`config.mk`:
```
export PLATFORM = sky130hd
export DESIGN_NAME = codepage_to_utf16_decoder_flat
export DESIGN_NICKNAME = d
export VERILOG_FILES = /design/src/ctd_pkg.sv /design/src/ctd_if.sv /design/src/codepage_to_utf16_decoder.sv /design/src/ctd_front.sv /design/src/ctd_queue.sv /design/src/ctd_back.sv /design/src/flat_wrapper.sv
export VERILOG_INCLUDE_DIRS = /design/src /design/src/src
export SDC_FILE = /design/constraint.sdc
export NUM_CORES = 1
export LEC_CHECK = 0
export BUFFER_PORTS_ARGS = -buffer_cell sky130_fd_sc_hd__clkbuf_2
export CORE_ASPECT_RATIO = 0.75
export CORE_UTILIZATION = 40
export CTS_BUF_LIST = sky130_fd_sc_hd__clkbuf_4
export CTS_CLUSTER_SIZE = 8
export DETAILED_ROUTE_END_ITERATION = 10
export GPL_TIMING_DRIVEN = 0
export PLACE_DENSITY = 0.63
export SYNTH_ARGS = -nofsm -noshare
export SYNTH_HDL_FRONTEND = slang
export SYNTH_SLANG_ARGS = --single-unit
export TNS_END_PERCENT = 30
```
`constraint.sdc`:
```
create_clock -name clk -period 2.51 [get_ports clk]
set_input_delay 0.251 -clock clk [delete_from_list [all_inputs] [get_ports clk]]
set_output_delay 0.251 -clock clk [all_outputs]
set_load 0.05 [all_outputs]
```
`src/codepage_to_utf16_decoder_assert.svh`:
```
// ----------------------------------------------------------------------------
// Assertion macros for the code page to UTF-16 decoder
// Simulation-only property checks; empty when synthesized.
// ----------------------------------------------------------------------------
`ifndef CODEPAGE_TO_UTF16_DECODER_ASSERT_SVH
`define CODEPAGE_TO_UTF16_DECODER_ASSERT_SVH
`ifndef SYNTHESIS
`define CTD_ASSERT_IMP(lbl, clk, rst_n, ante, cons) \
	lbl: assert property (@(posedge clk) disable iff (!rst_n) (ante) |-> (cons)) \
		else $error("ctd assertion failed");
`define CTD_ASSERT_NXT(lbl, clk, rst_n, ante, cons) \
	lbl: assert property (@(posedge clk) disable iff (!rst_n) (ante) |=> (cons)) \
		else $error("ctd assertion failed");
`else
`define CTD_ASSERT_IMP(lbl, clk, rst_n, ante, cons)
`define CTD_ASSERT_NXT(lbl, clk, rst_n, ante, cons)
`endif
`endif

```
`src/ctd_pkg.sv`:
```
// ----------------------------------------------------------------------------
// ctd_pkg
// Types, codes and the CP1252 high-range table of the decoder.
// ----------------------------------------------------------------------------
package ctd_pkg;

	localparam int BYTE_W   = 8;
	localparam int UNIT_W   = 16;
	localparam int STAT_W   = 2;
	localparam int MODE_W   = 2;
	localparam int POINT_W  = 21;
	localparam int PEND_W   = 2;
	localparam int CFG_IDX_W  = 2;
	localparam int CFG_DATA_W = 2;
	localparam int QUEUE_DEPTH = 4;

	localparam logic [MODE_W-1:0] MODE_CP1252 = 2'd0;
	localparam logic [MODE_W-1:0] MODE_UTF8   = 2'd1;
	localparam logic [MODE_W-1:0] MODE_LATIN1 = 2'd2;

	localparam logic [STAT_W-1:0] STAT_OK        = 2'd0;
	localparam logic [STAT_W-1:0] STAT_MALFORMED = 2'd1;
	localparam logic [STAT_W-1:0] STAT_BEYOND    = 2'd2;

	localparam logic [CFG_IDX_W-1:0] REG_CODEPAGE_MODE = 2'd0;
	localparam logic [CFG_IDX_W-1:0] REG_APPEND_TERM   = 2'd1;

	typedef struct packed {
		logic [UNIT_W-1:0] unit;
		logic [STAT_W-1:0] status;
		logic              last;
		logic              term;
	} ctd_op_t;

	function automatic logic [UNIT_W-1:0] hi_range_unit(input logic [4:0] idx);
		logic [UNIT_W-1:0] u;
		case (idx)
			5'd0:  u = 16'h20AC;
			5'd1:  u = 16'h0081;
			5'd2:  u = 16'h201A;
			5'd3:  u = 16'h0192;
			5'd4:  u = 16'h201E;
			5'd5:  u = 16'h2026;
			5'd6:  u = 16'h2020;
			5'd7:  u = 16'h2021;
			5'd8:  u = 16'h02C6;
			5'd9:  u = 16'h2030;
			5'd10: u = 16'h0160;
			5'd11: u = 16'h2039;
			5'd12: u = 16'h0152;
			5'd13: u = 16'h008D;
			5'd14: u = 16'h017D;
			5'd15: u = 16'h008F;
			5'd16: u = 16'h0090;
			5'd17: u = 16'h2018;
			5'd18: u = 16'h2019;
			5'd19: u = 16'h201C;
			5'd20: u = 16'h201D;
			5'd21: u = 16'h2022;
			5'd22: u = 16'h2013;
			5'd23: u = 16'h2014;
			5'd24: u = 16'h02DC;
			5'd25: u = 16'h2122;
			5'd26: u = 16'h0161;
			5'd27: u = 16'h203A;
			5'd28: u = 16'h0153;
			5'd29: u = 16'h009D;
			5'd30: u = 16'h017E;
			5'd31: u = 16'h0178;
			default: u = 16'h0000;
		endcase
		return u;
	endfunction

endpackage

```
`src/ctd_if.sv`:
```
// ----------------------------------------------------------------------------
// ctd interfaces
// Byte input, code unit output and configuration write channels.
// ----------------------------------------------------------------------------
interface ctd_byte_if;
	logic       valid;
	logic       ready;
	logic [7:0] in_byte;
	logic       final_byte;
	modport source (output valid, output in_byte, output final_byte, input ready);
	modport sink (input valid, input in_byte, input final_byte, output ready);
endinterface

interface ctd_unit_if;
	logic        valid;
	logic        ready;
	logic [15:0] code_unit;
	logic [1:0]  status;
	logic        end_of_string;
	logic [15:0] unit_count;
	modport source (output valid, output code_unit, output status, output end_of_string,
		output unit_count, input ready);
	modport sink (input valid, input code_unit, input status, input end_of_string,
		input unit_count, output ready);
endinterface

interface ctd_cfg_if;
	logic       valid;
	logic       ready;
	logic [1:0] index;
	logic [1:0] data;
	modport source (output valid, output index, output data, input ready);
	modport sink (input valid, input index, input data, output ready);
endinterface

```
`src/codepage_to_utf16_decoder.sv`:
```
// ----------------------------------------------------------------------------
// codepage_to_utf16_decoder
// CP1252, UTF-8 or Latin-1 byte stream to UTF-16 code units.
// ----------------------------------------------------------------------------
//  channel | dir | beat
//  bytes   | in  | in_byte, final_byte
//  units   | out | code_unit, status, end_of_string, unit_count
//  cfg     | in  | index, data (0 codepage_mode, 1 append_terminator)
//
//  One byte per cycle is accepted while the op queue has room; a final byte
//  with a terminator yields two beats, a code unit and then a terminator.
//  A byte's result beat passes through the queue and then the output register.
//  arst_n clears decode state, queue, unit count and config registers to defaults.
//  A stalled units channel fills the four-entry queue before bytes stall.
// ----------------------------------------------------------------------------
module codepage_to_utf16_decoder #(
	parameter int COUNT_BITS = 16
) (
	input  logic       clk,
	input  logic       arst_n,
	ctd_byte_if.sink   bytes,
	ctd_unit_if.source units,
	ctd_cfg_if.sink    cfg
);
	import ctd_pkg::*;

	logic [MODE_W-1:0] mode_q;
	logic              term_en_q;
	logic              q_full, push, pop, head_valid;
	ctd_op_t           push_op, head_op;

	assign cfg.ready = 1'b1;

	always_ff @(posedge clk or negedge arst_n) begin
		if (!arst_n) begin
			mode_q    <= MODE_CP1252;
			term_en_q <= 1'b1;
		end else if (cfg.valid) begin
			if (cfg.index == REG_CODEPAGE_MODE) begin
				mode_q <= cfg.data[MODE_W-1:0];
			end else if (cfg.index == REG_APPEND_TERM) begin
				term_en_q <= cfg.data[0];
			end
		end
	end

	ctd_front u_front (
		.clk     (clk),
		.arst_n  (arst_n),
		.bytes   (bytes),
		.mode    (mode_q),
		.term_en (term_en_q),
		.q_full  (q_full),
		.push    (push),
		.op      (push_op)
	);

	ctd_queue u_queue (
		.clk        (clk),
		.arst_n     (arst_n),
		.push       (push),
		.push_op    (push_op),
		.pop        (pop),
		.full       (q_full),
		.head_valid (head_valid),
		.head_op    (head_op)
	);

	ctd_back #(
		.COUNT_BITS (COUNT_BITS)
	) u_back (
		.clk        (clk),
		.arst_n     (arst_n),
		.head_valid (head_valid),
		.head_op    (head_op),
		.pop        (pop),
		.units      (units)
	);

endmodule

```
`src/ctd_front.sv`:
```
// ----------------------------------------------------------------------------
// ctd_front
// Accepts bytes, tracks UTF-8 sequences and error dropping, issues unit ops.
// ----------------------------------------------------------------------------
module ctd_front (
	input  logic                        clk,
	input  logic                        arst_n,
	ctd_byte_if.sink                    bytes,
	input  logic [ctd_pkg::MODE_W-1:0]  mode,
	input  logic                        term_en,
	input  logic                        q_full,
	output logic                        push,
	output ctd_pkg::ctd_op_t            op
);
	import ctd_pkg::*;

	logic [POINT_W-1:0] pp_q, pp_nxt, pp_shift;
	logic [PEND_W-1:0]  pend_q, pend_nxt, pend_dec;
	logic               drop_q, drop_nxt;
	logic               accept, want;
	logic [7:0]         b;
	logic               last;

	assign bytes.ready = !q_full;
	assign accept      = bytes.valid && bytes.ready;
	assign b           = bytes.in_byte;
	assign last        = bytes.final_byte;
	assign pp_shift    = {pp_q[POINT_W-7:0], b[5:0]};
	assign pend_dec    = pend_q - 1'b1;
	assign push        = accept && want;

	always_comb begin
		want     = 1'b0;
		op       = '0;
		pp_nxt   = pp_q;
		pend_nxt = pend_q;
		drop_nxt = drop_q;
		if (drop_q) begin
			if (last) begin
				drop_nxt = 1'b0;
			end
		end else if (mode != MODE_UTF8) begin
			want     = 1'b1;
			op.unit  = {8'h00, b};
			if (mode == MODE_CP1252 && b[7:5] == 3'b100) begin
				op.unit = hi_range_unit(b[4:0]);
			end
			op.status = STAT_OK;
			op.last   = last;
			op.term   = last && term_en;
			pp_nxt    = '0;
			pend_nxt  = '0;
		end else if (pend_q == '0) begin
			if (!b[7]) begin
				want      = 1'b1;
				op.unit   = {8'h00, b};
				op.status = STAT_OK;
				op.last   = last;
				op.term   = last && term_en;
			end else if (b[7:5] == 3'b110 || b[7:4] == 4'b1110 || b[7:3] == 5'b11110) begin
				if (b[7:5] == 3'b110) begin
					pp_nxt   = POINT_W'(b[4:0]);
					pend_nxt = 2'd1;
				end else if (b[7:4] == 4'b1110) begin
					pp_nxt   = POINT_W'(b[3:0]);
					pend_nxt = 2'd2;
				end else begin
					pp_nxt   = POINT_W'(b[2:0]);
					pend_nxt = 2'd3;
				end
				if (last) begin
					want      = 1'b1;
					op.status = STAT_MALFORMED;
					op.last   = 1'b1;
					pp_nxt    = '0;
					pend_nxt  = '0;
				end
			end else begin
				want      = 1'b1;
				op.status = STAT_MALFORMED;
				op.last   = 1'b1;
				drop_nxt  = !last;
			end
		end else begin
			pp_nxt   = pp_shift;
			pend_nxt = pend_dec;
			if (pend_dec != '0) begin
				if (last) begin
					want      = 1'b1;
					op.status = STAT_MALFORMED;
					op.last   = 1'b1;
					pp_nxt    = '0;
					pend_nxt  = '0;
				end
			end else if (|pp_shift[POINT_W-1:UNIT_W]) begin
				want      = 1'b1;
				op.status = STAT_BEYOND;
				op.last   = 1'b1;
				drop_nxt  = !last;
				pp_nxt    = '0;
			end else begin
				want      = 1'b1;
				op.unit   = pp_shift[UNIT_W-1:0];
				op.status = STAT_OK;
				op.last   = last;
				op.term   = last && term_en;
				pp_nxt    = '0;
			end
		end
		if (last) begin
			pp_nxt   = '0;
			pend_nxt = '0;
			drop_nxt = 1'b0;
		end
	end

	always_ff @(posedge clk or negedge arst_n) begin
		if (!arst_n) begin
			pp_q   <= '0;
			pend_q <= '0;
			drop_q <= 1'b0;
		end else if (accept) begin
			pp_q   <= pp_nxt;
			pend_q <= pend_nxt;
			drop_q <= drop_nxt;
		end
	end

endmodule

```
`src/ctd_queue.sv`:
```
// ----------------------------------------------------------------------------
// ctd_queue
// Short FIFO of unit ops between the front and back ends.
// ----------------------------------------------------------------------------
`include "codepage_to_utf16_decoder_assert.svh"

module ctd_queue (
	input  logic             clk,
	input  logic             arst_n,
	input  logic             push,
	input  ctd_pkg::ctd_op_t push_op,
	input  logic             pop,
	output logic             full,
	output logic             head_valid,
	output ctd_pkg::ctd_op_t head_op
);
	import ctd_pkg::*;

	localparam int PTR_W = $clog2(QUEUE_DEPTH);
	localparam int CNT_W = $clog2(QUEUE_DEPTH + 1);

	ctd_op_t            mem_q [QUEUE_DEPTH];
	logic [PTR_W-1:0]   wr_q, rd_q;
	logic [CNT_W-1:0]   cnt_q;
	logic               do_pop;

	assign full       = cnt_q == CNT_W'(QUEUE_DEPTH);
	assign head_valid = cnt_q != '0;
	assign head_op    = mem_q[rd_q];
	assign do_pop     = pop && head_valid;

	always_ff @(posedge clk) begin
		if (push) begin
			mem_q[wr_q] <= push_op;
		end
	end

	always_ff @(posedge clk or negedge arst_n) begin
		if (!arst_n) begin
			wr_q  <= '0;
			rd_q  <= '0;
			cnt_q <= '0;
		end else begin
			if (push) begin
				wr_q <= wr_q + 1'b1;
			end
			if (do_pop) begin
				rd_q <= rd_q + 1'b1;
			end
			if (push && !do_pop) begin
				cnt_q <= cnt_q + 1'b1;
			end else if (!push && do_pop) begin
				cnt_q <= cnt_q - 1'b1;
			end
		end
	end

	`CTD_ASSERT_IMP(a_no_push_full, clk, arst_n, push, !full || do_pop)
	`CTD_ASSERT_IMP(a_cnt_bound, clk, arst_n, 1'b1, cnt_q <= CNT_W'(QUEUE_DEPTH))
	`CTD_ASSERT_NXT(a_pop_drains, clk, arst_n, do_pop && !push && cnt_q == CNT_W'(1),
		!head_valid)

endmodule

```
`src/ctd_back.sv`:
```
// ----------------------------------------------------------------------------
// ctd_back
// Turns unit ops into result beats, adds terminators, keeps the unit count.
// ----------------------------------------------------------------------------
`include "codepage_to_utf16_decoder_assert.svh"

module ctd_back #(
	parameter int COUNT_BITS = 16
) (
	input  logic             clk,
	input  logic             arst_n,
	input  logic             head_valid,
	input  ctd_pkg::ctd_op_t head_op,
	output logic             pop,
	ctd_unit_if.source       units
);
	import ctd_pkg::*;

	logic [COUNT_BITS-1:0] cnt_q, cnt_inc, beat_cnt;
	logic                  phase_q;
	logic                  load;
	logic                  beat_ok, beat_end;
	logic [UNIT_W-1:0]     beat_unit;
	logic [STAT_W-1:0]     beat_stat;
	logic                  out_valid_q;
	logic [UNIT_W-1:0]     unit_q;
	logic [STAT_W-1:0]     stat_q;
	logic                  end_q;
	logic [15:0]           count_q;

	assign load    = head_valid && (!out_valid_q || units.ready);
	assign cnt_inc = (cnt_q == '1) ? cnt_q : cnt_q + 1'b1;

	always_comb begin
		if (phase_q) begin
			beat_unit = '0;
			beat_stat = STAT_OK;
			beat_end  = 1'b1;
			pop       = load;
		end else begin
			beat_unit = head_op.unit;
			beat_stat = head_op.status;
			beat_end  = (head_op.status != STAT_OK) || (head_op.last && !head_op.term);
			pop       = load && !head_op.term;
		end
		beat_ok  = beat_stat == STAT_OK;
		beat_cnt = beat_ok ? cnt_inc : cnt_q;
	end

	always_ff @(posedge clk or negedge arst_n) begin
		if (!arst_n) begin
			cnt_q       <= '0;
			phase_q     <= 1'b0;
			out_valid_q <= 1'b0;
		end else begin
			if (load) begin
				cnt_q       <= beat_end ? '0 : beat_cnt;
				phase_q     <= !phase_q && head_op.term;
				out_valid_q <= 1'b1;
			end else if (units.ready) begin
				out_valid_q <= 1'b0;
			end
		end
	end

	always_ff @(posedge clk) begin
		if (load) begin
			unit_q  <= beat_unit;
			stat_q  <= beat_stat;
			end_q   <= beat_end;
			count_q <= 16'(beat_cnt);
		end
	end

	assign units.valid         = out_valid_q;
	assign units.code_unit     = unit_q;
	assign units.status        = stat_q;
	assign units.end_of_string = end_q;
	assign units.unit_count    = count_q;

	`CTD_ASSERT_IMP(a_term_has_head, clk, arst_n, phase_q, head_valid && head_op.term)
	`CTD_ASSERT_IMP(a_err_beat, clk, arst_n, out_valid_q && stat_q != STAT_OK,
		unit_q == '0 && end_q)
	`CTD_ASSERT_NXT(a_end_clears, clk, arst_n, load && beat_end, cnt_q == '0 && !phase_q)

endmodule
```
`src/flat_wrapper.sv`:
```
// flat-port wrapper written by rule: the top's interface ports become plain ports
module codepage_to_utf16_decoder_flat import ctd_pkg::*;
#(
	parameter int COUNT_BITS = 16
)
  (clk, arst_n, bytes_valid, bytes_in_byte, bytes_final_byte, bytes_ready, units_valid, units_code_unit, units_status, units_end_of_string, units_unit_count, units_ready, cfg_valid, cfg_index, cfg_data, cfg_ready);
  ctd_byte_if bytes_i ();
  ctd_unit_if units_i ();
  ctd_cfg_if cfg_i ();
  input  logic clk;
  input  logic arst_n;
  input wire logic [$bits(bytes_i.valid)-1:0] bytes_valid;
  input wire logic [$bits(bytes_i.in_byte)-1:0] bytes_in_byte;
  input wire logic [$bits(bytes_i.final_byte)-1:0] bytes_final_byte;
  output wire logic [$bits(bytes_i.ready)-1:0] bytes_ready;
  output wire logic [$bits(units_i.valid)-1:0] units_valid;
  output wire logic [$bits(units_i.code_unit)-1:0] units_code_unit;
  output wire logic [$bits(units_i.status)-1:0] units_status;
  output wire logic [$bits(units_i.end_of_string)-1:0] units_end_of_string;
  output wire logic [$bits(units_i.unit_count)-1:0] units_unit_count;
  input wire logic [$bits(units_i.ready)-1:0] units_ready;
  input wire logic [$bits(cfg_i.valid)-1:0] cfg_valid;
  input wire logic [$bits(cfg_i.index)-1:0] cfg_index;
  input wire logic [$bits(cfg_i.data)-1:0] cfg_data;
  output wire logic [$bits(cfg_i.ready)-1:0] cfg_ready;
  assign bytes_i.valid = bytes_valid;
  assign bytes_i.in_byte = bytes_in_byte;
  assign bytes_i.final_byte = bytes_final_byte;
  assign bytes_ready = bytes_i.ready;
  assign units_valid = units_i.valid;
  assign units_code_unit = units_i.code_unit;
  assign units_status = units_i.status;
  assign units_end_of_string = units_i.end_of_string;
  assign units_unit_count = units_i.unit_count;
  assign units_i.ready = units_ready;
  assign cfg_i.valid = cfg_valid;
  assign cfg_i.index = cfg_index;
  assign cfg_i.data = cfg_data;
  assign cfg_ready = cfg_i.ready;
  codepage_to_utf16_decoder #(.COUNT_BITS(COUNT_BITS)) u_core (.clk(clk), .arst_n(arst_n), .bytes(bytes_i), .units(units_i), .cfg(cfg_i));
endmodule
```
======== Word level (Yosys, flattened, before mapping) ========
Memory sizes are Yosys's and may differ from the RTL's.
Cells that the tools add are included.
cells by class
  bitwise operators ....................... 1
  muxes and demuxes ....................... 59
  add/subtract/negate cells ............... 6
  eq/ne operators ......................... 11
  reduce and logical (&&, ||, !) cells .... 35
operator list
  kind                                           count
  two-way mux 15 bit                             7
  two-way mux 16 bit                             6
  two-way mux 20 bit                             3
  two-way mux 1 bit                              25
  two-way mux 2 bit                              9
  two-way mux 3 bit                              6
  adder 16 x 1 -> 16 bit, second input constant  1
  equality test 16 bit, second input constant    1
  logical AND 1 bit                              11
  equality test 3 bit, second input constant     3
  logical NOT 2 bit                              4
  nonzero test 2 bit                             4
  logical NOT 1 bit                              7
  two-way mux 7 bit                              1
  equality test 5 bit, second input constant     1
  two-way mux 5 bit                              1
  OR reduction 5 bit                             1
  adder 2 x 1 -> 2 bit, second input constant    2
  equality test 4 bit, second input constant     1
  logical OR 1 bit                               4
  two-way mux 4 bit                              1
  != test 4 x 3 -> 1 bit, second input constant  1
  != test 4 bit, second input constant           1
  AND reduction 4 bit                            1
  10 further kinds                               10
storage, ports and cells
  bits of input ports ..................... 18
  memories kept ........................... 2
  logic and storage cells ................. 129
  flip-flop bits (word level) ............. 81
  ROM bits ................................ 352
  output and inout port bits .............. 38
  bits in writable memories ............... 80
memories
  name                  depth  width  rd ports  clocked after memory_dff  wr ports  RTL line         source
  (name not given)      32     11     1         0                         0         ctd_pkg.sv:37    case (idx)
  u_core.u_queue.mem_q  4      20     1         0                         1         ctd_queue.sv:22  ctd_op_t mem_q [QUEUE_DEPTH];

======== Longest topological paths before layout ========
Gate-level depths: netlist of the first run.
  depth in word-level cells ............... 13
  gate-level depth with buffers ........... 10
  depth with buffers taken out ............ 10

======== Hierarchy ========
A second synthesis of the first run with hierarchy kept.
unflattened totals
  cell total of the unflattened synthesis .. 585
  area, all modules ....................... 7870.0 sq um
by module, submodules not included
  module                     instances  seq. area each (sq um)  area each (sq um)  cells each
  ctd_queue                  1          2577.5                  3290.7             138
  ctd_back                   1          1501.4                  2532.4             215
  ctd_front                  1          450.4                   1905.6             222
  codepage_to_utf16_decoder  1          76.3                    141.4              10

======== Worst setup path before layout of the first run ========
No wires, ideal clock.
  kind .................................... reg2reg
  start ................................... register u_core.u_back.out_valid_q, in the netlist u_core.u_back.units.valid
  end ..................................... register u_core.u_back.cnt_q[10]
  data required time ...................... 2371 ps
  arrival ................................. 2755 ps
  period minus slack after synthesis ...... 2893 ps
  setup slack ............................. -383 ps
  stages on the path, launching flop included .. 8
  buffers on the path ..................... 1
  library setup time ...................... 139 ps
  cells stage by stage .................... dfrtp_1 nand2b_1 nand2_1 inv_1 clkbuf_1 o31ai_4 o311ai_0 o31ai_1
on the way
  cells in the longest elaborated chain, start to end .. 3
ends and longest elaborated chain
  item                          RTL line        source
  start: declaration            ctd_back.sv:25  logic out_valid_q;
  start signal: assignment      ctd_back.sv:54  out_valid_q <= 1'b0;
  start signal: assignment      ctd_back.sv:59  out_valid_q <= 1'b1;
  start signal: assignment      ctd_back.sv:61  out_valid_q <= 1'b0;
  logical NOT 1 bit             ctd_back.sv:31  assign load = head_valid && (!out_valid_q || units.ready);
  logical OR 1 bit              ctd_back.sv:31
  logical AND 1 bit             ctd_back.sv:31
  named net u_core.u_back.load  ctd_back.sv:21  logic load;
  end signal: assignment        ctd_back.sv:57  cnt_q <= beat_end ? '0 : beat_cnt;
  end: declaration              ctd_back.sv:19  logic [COUNT_BITS-1:0] cnt_q, cnt_inc, beat_cnt;
The timed path passes the listed nets, and every way through them passes these cells.
A chain may end at the register's enable or synchronous reset.

======== Worst setup path in the final report of the first run ========
  start ................................... register u_core.u_queue.rd_q[0]
  end ..................................... register u_core.u_back.count_q[11], in the netlist u_core.u_back.units.unit_count[11] (data pin)
on the way
  cells in the longest elaborated chain, start to end .. 4
ends and longest elaborated chain
  item                                  RTL line         source
  start: declaration                    ctd_queue.sv:23  logic [PTR_W-1:0] wr_q, rd_q;
  start signal: assignment              ctd_queue.sv:48  rd_q <= rd_q + 1'b1;
  memory (4 x 20 bit)                   -
  two-way mux 2 bit                     ctd_back.sv:35   if (phase_q) begin
  logical NOT 2 bit                     ctd_back.sv:46   beat_ok = beat_stat == STAT_OK;
  two-way mux 16 bit                    ctd_back.sv:47   beat_cnt = beat_ok ? cnt_inc : cnt_q;
  named net u_core.u_back.beat_cnt[11]  ctd_back.sv:19
  end signal: assignment                ctd_back.sv:71   count_q <= 16'(beat_cnt);
  end: declaration                      ctd_back.sv:29   logic [15:0] count_q;
The timed path passes the listed nets, and every way through them passes these cells.

==> results, run 1 <==
- For this design the static power due to leakage is 3.29 nW.
- After routing the design area is 8730 um^2.
- The synthesized netlist devotes 9.42% of its cell area to compound gates.
- The final hold violation count was 0.
- The total negative slack for setup checks is 0 ns.
- Using the TritonRoute via totals, the vias-per-cell ratio works out to 5.42.
- The final number of max-transition violations is 0.
- The congestion estimate from routability-driven global placement came to 0.866.
- The cell type with the highest aggregate area in the netlist is edfxtp_1.
- At the placement stage, the worst setup path has a slack of -0.262 ns.
- The cell family contributing the most delay on the critical path is simple AND/OR/NAND/NOR gates.
- By area, the combinational part of the netlist is dominated by simple AND/OR/NAND/NOR gates.
- Setup repair after global routing could not meet its margin everywhere.
- The starting utilization of the core area is 41.0%.
- The CTS tree is yes.
- The CTS sink count is 161.
- The floorplan step defined a die boundary enclosing 19,700 um^2.
- The total DRC errors in the routed layout is 0.
- The number of enable flip-flop cells after synthesis is 115.
- Synthesis handed over a netlist of 586 instances.
- The finished layout holds 928 standard cells, fillers aside.
- The post-synthesis share of cell area spent on and, or, nand and nor gates is 12.8%.
- Summed over all nets, the half-perimeter wirelength after detailed placement is 11,300 um.
- The synthesized flop and latch total is 161.
- The run finished with clean final reports.
- Synthesis produced a netlist with a net count of 618.
- In this run, the number of DRC markers left after iteration 0 of detailed routing was 379.
- The commonest cells after synthesis are edfxtp_1 (115), nand2_1 (50), dfrtp_1 (45).
- Global routing consumed, over all layers together, 17.6% of the routing resources.
- The routed design has 16,400 um of wire.
- The sort of element at the start of the critical path is a register.
- After synthesis, the share of cell area in mux cells is 9.88%.
- Along the worst path, the maximum fanout reaches 7.
- The required time at the endpoint of the critical path is 2.83 ns.
- The area occupied by multi-input gates is 2890 um^2.
- 56 I/O pins were placed.
- The endpoint kind of the worst setup timing path is a register.
- Global routing finished with a remaining overflow of 0.
- On the worst path, the slowest cell contributes a delay of 0.61 ns.
- In the final routed layout, each cell accounts on average for 17.7 um.
- The path type of the worst min-delay path is primary input to register.
- The first global-routing pass estimated 26,200 um of wire.
- The number of iterations in the first detailed-routing pass is 6.
- The post-route fraction of the period consumed by the critical path is 99.4%.
- The insertion delay to the later sink of the worst-skew pair is 0.57 ns.
- The final setup violation count is 0.
- The fraction of the mapped netlist area in adder cells is 2.39%.
- Headroom to the max-slew limit came out at 8.64%.
- A synthesized cell averages 13.0 um^2.
- The largest net degree at the start of global routing is 47.
- The critical path is of the register to register type.
- After filler insertion, the fill cell instance count of the layout stands at 1,716.
- The reported max-cap violation count is 0.
- Traced cell by cell, the critical path runs through mux4_2, o21a_1, nor2_1, nand2_1, xnor2_1.
- After Yosys synthesis, XOR and XNOR cells account for 2.06% of the synthesized area.
- In this run the biggest area consumer among cell types represents 45.2% of the synthesized area.
- The achievable clock frequency is 401 MHz.
- On the final layout, the worst clock skew is 0.0303 ns.
- The die is 162 um wide.
- The clock edge transition at the registers on the reported setup and hold paths is 0.15 ns.
- Detailed routing inserted a total of 5,030 vias.
- The cell count after placement is 887.
- Of the cells placed in the final design, the portion with a size suffix greater than 1 is 22.8%.
- The clock tree synthesis step divided the H-tree into 4 levels.
- In this run the vertical extent of the chip is 122 um.
- The total power per unit cell area is 1040 nW/um^2.
- The maximum VDD drop is 0.591 mV.
- The count of unique library cells instantiated by Yosys is 71.
- The floorplan step defined a core boundary enclosing 18,600 um^2.
- The smallest clock period supported by the final layout is computed as 2.50 ns.
- Summing the sequential cell areas from Yosys gives 60.3% of the chip area.
- The tree is rooted in a clkbuf_4.
- In the post-route analysis, the smallest setup slack over all paths is 0.0144 ns.
- The count of antenna diodes in the layout is 0.
- The CTS buffer count is 17.
- The initial antenna violation count is 0.
- The commonest register cell after synthesis is edfxtp_1.
- In the post-synthesis netlist, the biggest area contributors are edfxtp_1 (45%), dfrtp_1 (15%), mux4_2 (6.2%), nand2_1 (2.5%), mux2i_1 (2.4%).
- The number of buffers on the longest clock path is 2.
- Among all cell types in the netlist, the one instantiated most often is edfxtp_1.
- After the last flow step, the layout net total stands at 700.
- The number of nets with antenna violations after routing is 0.
- Once placement finished, the instance area stood at 8220 um^2.
- The number of standard-cell rows in the floorplan is 43.
- The post-synthesis async set-or-reset flop share is 28.6%.
- The transition time at the pin with the least slew margin is 1.34 ns.
- The post-route worst hold slack is 0.0836 ns.
- The number of buffers and inverters on the critical path is 0.
- The number of I/O port buffers is 53.
- In the final layout, flip-flops and latches occupy 4610 um^2.
- The count of warnings emitted by yosys is 0.
- The arrival time at the worst endpoint is 2.81 ns.
- The via count of the first global-routing pass is 4,843.
- Summing every instance area after synthesis gives 7640 um^2.
- The cell type of the slowest stage on the worst timing path is nor2_1.
- The area overhead of the layout relative to synthesis is 14.3%.
-- worst paths after layout --
| check | start | to | cells after the start | slack (ns) |
|---|---|---|---|---|
| max in group asynchronous | arst_n | u_core.u_front.pp_q[7] | 3 | 1.68 |
| hold reg to reg | u_core.u_front.pp_q[9] | u_core.u_front.pp_q[9] | 2 | 0.52 |
| setup reg to reg | u_core.u_queue.rd_q[0] | u_core.u_back.units.unit_count[11] | 5 | 0.01 |
| min in group asynchronous | arst_n | u_core.u_back.cnt_q[5] | 2 | 0.24 |
| setup / recovery | u_core.u_queue.rd_q[0] | u_core.u_back.units.unit_count[11] | 5 | 0.01 |
| hold / removal | bytes_in_byte[0] | u_core.u_front.pp_q[0] | 3 | 0.08 |
-- layer usage --
layer / wire length [um] / track usage, % / vias up
met5: 0 / 0 / -
met4: 93 / 4.01 / 0
met2: 7260 / 25.8 / 178
met3: 1060 / 4.60 / 9
li1: - / - / 2369
met1: 8020 / 26.1 / 2474
-- where the power goes --
group | internal (W) | switching [W] | leakage (nW) | total [W]
Combinational | 0.00116 | 0.00243 | 1.43 | 0.00359
Clock | 0.000542 | 0.00104 | 0.154 | 0.00158
Sequential | 0.00367 | 0.000240 | 1.70 | 0.00391
-- stage by stage --
step | power [W] | utilization (%)
final | 0.00908 | 46.9
after floorplan | 0.00656 | -
after global placement | 0.00738 | 44.1
after global routing | 0.00957 | 46.9
after detailed placement | 0.00747 | 44.2
after CTS | 0.00910 | 46.5
-- worst min-delay path: cells and delay by family --
kind	cells	cell delay [ns]
multiplexers	1	0.06
AND/OR/NAND/NOR	1	0.10
buffers and inverters	1	0.20
-- cells by family (layout without fill, tap and decap cells) --
family | after synthesis | count (layout)
xor+xnor | 18 | 18
buf+inv | 59 | 154
simple gates | 181 | 181
fa+ha+maj | 14 | 14
other cells | 1 | 1
mux | 48 | 48
compound gates | 104 | 104
flops | 161 | 161
-- flip-flops by register name, indices dropped and copies added (netlist names) --
signal                             flops
u_core.u_queue.mem_q                  80
u_core.u_back.units.unit_count        16
u_core.u_queue.rd_q                    2
u_core.u_front.pend_q                  2
u_core.u_front.drop_q                  1
u_core.u_back.units.status             2
u_core.u_back.phase_q                  1
u_core.u_queue.wr_q                    2
u_core.u_back.units.valid              1
u_core.u_back.units.code_unit         16
u_core.u_queue.cnt_q                   3
u_core.u_back.cnt_q                   16
u_core.u_back.units.end_of_string      1
u_core.mode_q                          2
u_core.u_front.pp_q                   15
u_core.term_en_q                       1
-- repair_timing --
action,4_1_cts,5_1_grt
setup buffers,1,0
gates resized for setup,12,14
endpoints found under the setup margin,119,114
endpoints found under the hold margin,50,0
hold buffers,7,0
-- layout make-up --
class,instances,share of cell area (%)
flip-flops and latches,161,52.8
multi-input cells,366,33.1
repair buffers,63,4.36
well taps,247,3.54
clock inverters,15,1.98
clock buffers,17,1.46
inverters,33,1.42
plain buffers,26,1.38
-- cell usage in the layout (no fill, tap or decap), types with 4 or more instances in the layout --
master,n
nand4_1,8
a21oi_1,23
mux2i_1,18
and2_1,24
and2_2,4
nand3_1,12
clkbuf_4,18
ha_1,12
and3_1,6
dfrtp_1,43
inv_1,31
xor2_1,10
nand2_1,49
nor3_1,14
edfxtp_1,115
clkbuf_2,53
and4_1,4
mux4_2,21
nand2b_1,8
xnor2_1,8
o21ai_0,21
clkbuf_1,17
o31ai_1,9
o211ai_1,8
o311ai_0,7
nor2_1,22
inv_6,5
nor2b_1,5
dlygate4sd3_1,7
mux2_2,9
nor4_2,4
(Power assumes the default switching activity.)
==> run 2, diff against run 1 <==
--- a/config.mk
+++ b/config.mk
@@ -13,7 +13,7 @@
 export CTS_CLUSTER_SIZE = 8
 export DETAILED_ROUTE_END_ITERATION = 10
 export GPL_TIMING_DRIVEN = 0
-export PLACE_DENSITY = 0.63
+export PLACE_DENSITY = 0.62
 export SYNTH_ARGS = -nofsm -noshare
 export SYNTH_HDL_FRONTEND = slang
 export SYNTH_SLANG_ARGS = --single-unit
==> results, run 2 (synthesis results as in run 1) <==
- The static leakage is 3.28 nW (was 3.29 nW).
- The largest driver fanout on the critical path is 7 (unchanged).
- The area of the core is 18,600 um^2 (unchanged).
- The worst setup skew after layout is 0.0225 ns (was 0.0303 ns).
- The final HPWL from detailed placement came to 11,400 um (was 11,300 um).
- The maximum level of the CTS H-tree was 4 (unchanged).
- The first element of the critical path was u_core.u_front.pp_q[10] (was u_core.u_queue.rd_q[0]).
- The CTS buffer count came to 17 (unchanged).
- The final number of max-transition violations is 0 (unchanged).
- The maximum VDD drop is 0.471 mV (was 0.591 mV).
- The number of top-level pins is 56 (unchanged).
- The share of cells above drive strength 1 is 23.1% (was 22.8%).
- The register-to-register path setup slack came to 0.05 ns (was 0.01 ns).
- The endpoint of the worst hold-timing path is u_core.u_front.pp_q[5] (was u_core.u_front.pp_q[0]).
- The required time at the endpoint of the critical path is 2.79 ns (was 2.83 ns).
- Highest-count cells in the layout ignoring fill and taps: edfxtp_1 (115), clkbuf_2 (52), nand2_1 (49) (was edfxtp_1 (115), clkbuf_2 (53), nand2_1 (49)).
- The register with the most flip-flops is u_core.u_queue.mem_q (unchanged).
- The reported max-cap violation count was 0 (unchanged).
- The total routed wirelength is 16,900 um (was 16,400 um).
- The transition time at the pin with the least slew margin is 1.28 ns (was 1.34 ns).
- The arrival time at the worst endpoint is 2.75 ns (was 2.81 ns).
- The startpoint of the most critical register-to-register path is u_core.u_front.pp_q[10] (was u_core.u_queue.rd_q[0]).
- The achievable clock frequency came to 406 MHz (was 401 MHz).
- The max-slew headroom at the worst pin was 12.6% (was 8.64%).
- The routed length per instance is 18.2 um (was 17.7 um).
- The overall die area is 19,700 um^2 (unchanged).
- The total negative slack for setup checks is 0 ns (unchanged).
- The cell chosen for the clock root is clkbuf_4 (unchanged).
- The global-route wire length before repair is 26,700 um (was 26,200 um).
- The post-layout minimum cycle time is 2.46 ns (was 2.50 ns).
- The sort of element at the start of the critical path is a register (unchanged).
- The cell depth of the worst flop-to-flop path is 6 (was 5).
- The cell depth of the worst hold path is 3 (unchanged).
- The largest net degree at the start of global routing is 47 (unchanged).
- The insertion delay to the later sink of the worst-skew pair is 0.55 ns (was 0.57 ns).
- The number of flip-flops in the largest register is 80 (unchanged).
- The iteration-0 DRC count of the detailed router is 333 (was 379).
- The number of I/O port buffers is 53 (unchanged).
- The height of the chip is 122 um (unchanged).
- The count of nets after finishing is 699 (was 700).
- The capturing point of the worst reg2reg path is u_core.u_queue.mem_q[0][4] (was u_core.u_back.units.unit_count[11]).
- Unrepaired setup endpoints after global routing: yes (unchanged).
- The CTS sink count is 161 (unchanged).
- The number of nets with antenna violations after routing came to 0 (unchanged).
- The CTS tree is yes (unchanged).
- The post-route fraction of the period consumed by the critical path is 98.1% (was 99.4%).
- The starting utilization of the core area came to 41.0% (unchanged).
- The detailed-route vias per instance was 5.48 (was 5.42).
- The width of the chip was 162 um (unchanged).
- The total DRC errors in the routed layout is 0 (unchanged).
- The endpoint kind of the worst setup timing path was a register (unchanged).
- The final hold violation count is 0 (unchanged).
- The most common cell after layout, fill and taps aside is edfxtp_1 (unchanged).
- The via count of the first global-routing pass came to 4,830 (was 4,843).
- The total track usage came to 18.0% (was 17.6%).
- The vias after detailed routing is 5,082 (was 5,030).
- The count of antenna diodes in the layout is 0 (unchanged).
- The number of buffers on the longest clock path came to 2 (unchanged).
- Status: completed (unchanged).
- The clock edge transition at the registers on the reported setup and hold paths is 0.14 ns (was 0.15 ns).
- The path type of the worst min-delay path was primary input to register (unchanged).
- The critical path class is register to register (unchanged).
- The total power per unit cell area is 1020 nW/um^2 (was 1040 nW/um^2).
- The weighted congestion at the end of routability-driven global placement is 0.886 (was 0.866).
- The final setup violation count is 0 (unchanged).
- The post-route worst hold slack is 0.0409 ns (was 0.0836 ns).
- The area overhead of the layout relative to synthesis was 13.5% (was 14.3%).
- The worst hold path startpoint was bytes_in_byte[5] (was bytes_in_byte[0]).
- The initial antenna violation count is 0 (unchanged).
- The number of iterations in the first detailed-routing pass was 5 (was 6).
- The total congestion overflow is 0 (unchanged).
- The number of standard-cell rows in the floorplan came to 43 (unchanged).
[run 2: changes by cell type in the layout (fill, tap and decap cells not counted), moves of 2 or more]
cell | previous run | this run
clkinv_2 | 0 | 3
clkinv_8 | 3 | 0
inv_6 | 5 | 2
clkinv_4 | 1 | 3
dlygate4sd3_1 | 7 | 5
[run 2: worst max-delay path by stage]
stage                             endpoint  slack, ns  cells after the start
2_1_floorplan      u_core.u_queue.cnt_q[1]       0.19                      7
3_3_place_gp   u_core.u_queue.mem_q[0][11]      -0.43                      4
3_5_place_dp   u_core.u_queue.mem_q[2][11]      -0.49                      4
4_1_cts        u_core.u_queue.mem_q[2][11]     -0.002                      4
5_1_grt         u_core.u_queue.mem_q[2][8]      -0.06                      6
6_report        u_core.u_queue.mem_q[0][4]       0.05                      6
[run 2: area by class of cell]
cell class / instances / area, um^2
fill: 1723 / 9950
clock buffer: 18 / 135
timing repair buffer: 62 / 358
clock inverter: 14 / 108
inverter: 33 / 124
multi-input combinational: 366 / 2900
tap: 247 / 309
buffer: 26 / 124
sequential: 161 / 4610
[run 2: through the flow]
stage / power (W) / cells / area, um^2 / utilization [%] / setup WS (ns)
after global routing: 0.00940 / 927 / 8670 / 46.6 / -0.0623
after floorplan: 0.00656 / 586 / 7640 / - / 0.187
after CTS: 0.00888 / 922 / 8560 / 46.0 / -0.00172
after detailed placement: 0.00747 / 886 / 8220 / 44.2 / -0.492
after global placement: 0.00739 / 886 / 8210 / 44.1 / -0.428
final: 0.00887 / 927 / 8670 / 46.6 / 0.0478
[run 2: where the power goes]
| group | switching [W] | total [W] | leakage, nW | internal [W] |
|---|---|---|---|---|
| clock | 0.000943 | 0.00136 | 0.130 | 0.000416 |
| combinational | 0.00244 | 0.00361 | 1.44 | 0.00116 |
| sequential | 0.000239 | 0.00391 | 1.70 | 0.00367 |
[run 2: worst max-delay path, stage by stage, from the launching register on]
cell      delay, ns
dfrtp_1        0.41
or4_1          0.63
o21ai_0        0.20
a31oi_1        0.09
or2_0          0.20
clkbuf_1       0.22
a21oi_1        0.46
[run 2: routing by layer]
| layer | GRT usage (%) | vias to the layer above | share of wire [%] |
|---|---|---|---|
| li1 | - | 2373 | - |
| met1 | 27.6 | 2511 | 49 |
| met2 | 25.4 | 186 | 43 |
| met3 | 4.43 | 12 | 7.1 |
| met4 | 4.01 | 0 | 0.72 |
| met5 | 0 | - | 0 |
[run 2: timing repair]
item                                    in CTS  in global routing
endpoints found under the setup margin     112                 69
gates resized for setup                     17                 12
endpoints found under the hold margin       49                  1
pin swaps                                    0                  1
setup buffers                                0                  3
hold buffers                                 4                  1
==> run 3, diff against run 2 <==
--- a/config.mk
+++ b/config.mk
@@ -6,7 +6,7 @@
 export SDC_FILE = /design/constraint.sdc
 export NUM_CORES = 1
 export LEC_CHECK = 0
-export BUFFER_PORTS_ARGS = -buffer_cell sky130_fd_sc_hd__clkbuf_2
+export BUFFER_PORTS_ARGS = -buffer_cell sky130_fd_sc_hd__buf_2
 export CORE_ASPECT_RATIO = 0.75
 export CORE_UTILIZATION = 40
 export CTS_BUF_LIST = sky130_fd_sc_hd__clkbuf_4
@@ -14,6 +14,7 @@
 export DETAILED_ROUTE_END_ITERATION = 10
 export GPL_TIMING_DRIVEN = 0
 export PLACE_DENSITY = 0.62
+export RECOVER_POWER = 50
 export SYNTH_ARGS = -nofsm -noshare
 export SYNTH_HDL_FRONTEND = slang
 export SYNTH_SLANG_ARGS = --single-unit
==> results, run 3 (synthesis results as in run 1) <==
- The CTS buffer count is 17 (unchanged).
- The post-route worst hold slack is 0.0772 ns (was 0.0409 ns).
- The iteration-0 DRC count of the detailed router is 348 (was 333).
- The total DRC errors in the routed layout is 0 (unchanged).
- The number of top-level pins is 56 (unchanged).
- The final setup violation count is 0 (unchanged).
- The cell type of the slowest stage on the worst timing path was mux4_2 (was or4_1).
- The worst-case setup margin in the final layout is 0.0413 ns (was 0.0478 ns).
- The achievable clock frequency is 405 MHz (was 406 MHz).
- The area overhead of the layout relative to synthesis is 12.5% (was 13.5%).
- The overall die area is 19,700 um^2 (unchanged).
- The height of the chip is 122 um (unchanged).
- The global-route wire length before repair is 26,400 um (was 26,700 um).
- The share of cells above drive strength 1 is 16.4% (was 23.1%).
- The clock edge transition at the registers on the reported setup and hold paths came to 0.13 ns (was 0.14 ns).
- The endpoint kind of the worst setup timing path is a register (unchanged).
- Unrepaired setup endpoints after global routing: yes (unchanged).
- The number of iterations in the first detailed-routing pass is 5 (unchanged).
- The width of the chip is 162 um (unchanged).
- The initial antenna violation count is 0 (unchanged).
- The number of buffers on the longest clock path is 2 (unchanged).
- The largest net degree at the start of global routing came to 47 (unchanged).
- The critical path class is register to register (unchanged).
- The total congestion overflow is 0 (unchanged).
- The required time at the endpoint of the critical path came to 2.94 ns (was 2.79 ns).
- The arrival time at the worst endpoint is 2.90 ns (was 2.75 ns).
- The register with the most flip-flops is u_core.u_queue.mem_q (unchanged).
- The number of nets with antenna violations after routing is 0 (unchanged).
- The transition time at the pin with the least slew margin is 1.26 ns (was 1.28 ns).
- The via count of the first global-routing pass came to 4,888 (was 4,830).
- The maximum level of the CTS H-tree is 4 (unchanged).
- The worst setup timing slack at the placement stage is -0.491 ns (was -0.492 ns).
- The met1 layer usage reported by global route is 25.5% (was 27.6%).
- The final HPWL from detailed placement came to 11,400 um (about the same).
- The cell family contributing the most delay on the critical path was multiplexers (was simple AND/OR/NAND/NOR gates).
- The CTS tree is yes (unchanged).
- Highest-count cells in the layout ignoring fill and taps: edfxtp_1 (115), clkbuf_1 (54), nand2_1 (49) (was edfxtp_1 (115), clkbuf_2 (52), nand2_1 (49)).
- The routed length per instance is 18.2 um (about the same).
- The weighted congestion at the end of routability-driven global placement is 0.858 (was 0.886).
- The max-slew headroom at the worst pin was 16.0% (was 12.6%).
- The static leakage came to 3.15 nW (was 3.28 nW).
- The total track usage is 17.8% (was 18.0%).
- The final hold violation count is 0 (unchanged).
- The final number of max-transition violations is 0 (unchanged).
- The post-layout minimum cycle time is 2.47 ns (was 2.46 ns).
- The met3 track demand over resource is 4.94% (was 4.43%).
- Ordered cell list for the critical path: mux4_2, a21oi_4, inv_1, ha_1, inv_1, fa_1, mux2_2 (was or4_1, o21ai_0, a31oi_1, or2_0, clkbuf_1, a21oi_1).
- The cell chosen for the clock root is clkbuf_4 (unchanged).
- The largest driver fanout on the critical path is 4 (was 7).
- The maximum cell stage delay along the critical path is 0.60 ns (was 0.63 ns).
- The area of the core is 18,600 um^2 (unchanged).
- The count of nets after finishing was 695 (was 699).
- The cell that appears most often on the critical path is inv_1.
- The count of antenna diodes in the layout is 0 (unchanged).
- The total power per unit cell area is 1030 nW/um^2 (was 1020 nW/um^2).
- The number of flip-flops in the largest register is 80 (unchanged).
- The starting utilization of the core area came to 41.0% (unchanged).
- The number of standard-cell rows in the floorplan is 43 (unchanged).
- The number of I/O port buffers is 53 (unchanged).
- The worst setup skew after layout came to 0.0200 ns (was 0.0225 ns).
- The post-CTS setup-driven buffer insertion count is 0 (unchanged).
- The register-to-register path setup slack came to 0.04 ns (was 0.05 ns).
- The post-route fraction of the period consumed by the critical path is 98.4% (was 98.1%).
- The vias after detailed routing is 5,061 (was 5,082).
- Status: completed (unchanged).
- The most common cell after layout, fill and taps aside is edfxtp_1 (unchanged).
- The path type of the worst min-delay path was primary input to register (unchanged).
- The sort of element at the start of the critical path is a register (unchanged).
- The met2 track utilization from global routing came to 26.4% (was 25.4%).
- The insertion delay to the later sink of the worst-skew pair is 0.54 ns (was 0.55 ns).
- The CTS sink count is 161 (unchanged).
- The area of all sequential standard cells is 4610 um^2 (about the same).
- The number of inserted filler cells in the final layout is 1,734 (was 1,723).
- The reported max-cap violation count was 0 (unchanged).
- The number of buffer and inverter stages on the critical path is 2 (was 1).
- The maximum VDD drop is 0.598 mV (was 0.471 mV).
- The detailed-route vias per instance was 5.48 (about the same).
- The area occupied by multi-input gates was 2900 um^2 (about the same).
- The routing layer with the top usage in global route is met2 (was met1).
- The total routed wirelength is 16,800 um (was 16,900 um).
-- run 3: tightest hold or removal path, cell delays in order --
cell,delay (ns)
buf_2,0.10
nand3b_1,0.08
mux2_2,0.15
-- run 3: power breakdown --
group | switching, W | internal [W] | leakage, nW
sequential | 0.000239 | 0.00367 | 1.70
clock | 0.000947 | 0.000505 | 0.141
combinational | 0.00245 | 0.00106 | 1.30
-- run 3: path summary, 6_finish.rpt --
path,cells after the start,to,startpoint
setup / recovery,7,u_core.u_queue.cnt_q[1],u_core.u_queue.rd_q[0]
hold / removal,3,u_core.term_en_q,cfg_valid
setup reg to reg,7,u_core.u_queue.cnt_q[1],u_core.u_queue.rd_q[0]
hold reg to reg,2,u_core.u_front.pp_q[9],u_core.u_front.pp_q[9]
max in group asynchronous,2,u_core.u_back.cnt_q[15],arst_n
min in group asynchronous,2,u_core.u_back.cnt_q[2],arst_n
-- run 3: final cells by class --
| type | instances | share of cell area [%] |
|---|---|---|
| tap | 247 | 3.60 |
| multi-input combinational | 366 | 33.8 |
| timing repair buffer | 58 | 3.13 |
| inverter | 33 | 1.44 |
| clock buffer | 17 | 1.49 |
| clock inverter | 15 | 1.53 |
| sequential | 161 | 53.6 |
| buffer | 26 | 1.41 |
-- run 3: through the flow --
stage	setup TNS (ns)	total power (W)	instance area [um^2]	util [%]	instances
4_1_cts	-0.0209	0.00897	8580	46.1	923
3_5_place_dp	-26.03	0.00747	8220	44.2	886
6_report	0	0.00887	8590	46.1	923
3_3_place_gp	-17.80	0.00739	8210	44.1	886
2_1_floorplan	0	0.00656	7640	-	586
5_1_grt	-1.61	0.00938	8590	46.1	923
-- run 3: repair_timing --
item | in CTS | in global routing
hold buffers | 5 | 0
resized for setup | 16 | 13
setup endpoints to repair | 117 | 79
hold endpoints to repair | 50 | 0
pin swaps | 0 | 1
-- run 3: layer usage --
layer	wire [um]	share of wire [%]	up-vias
met5	0	0	-
met4	161	0.96	0
met3	1070	6.4	14
met2	7170	43	178
met1	8370	50	2510
li1	-	-	2359
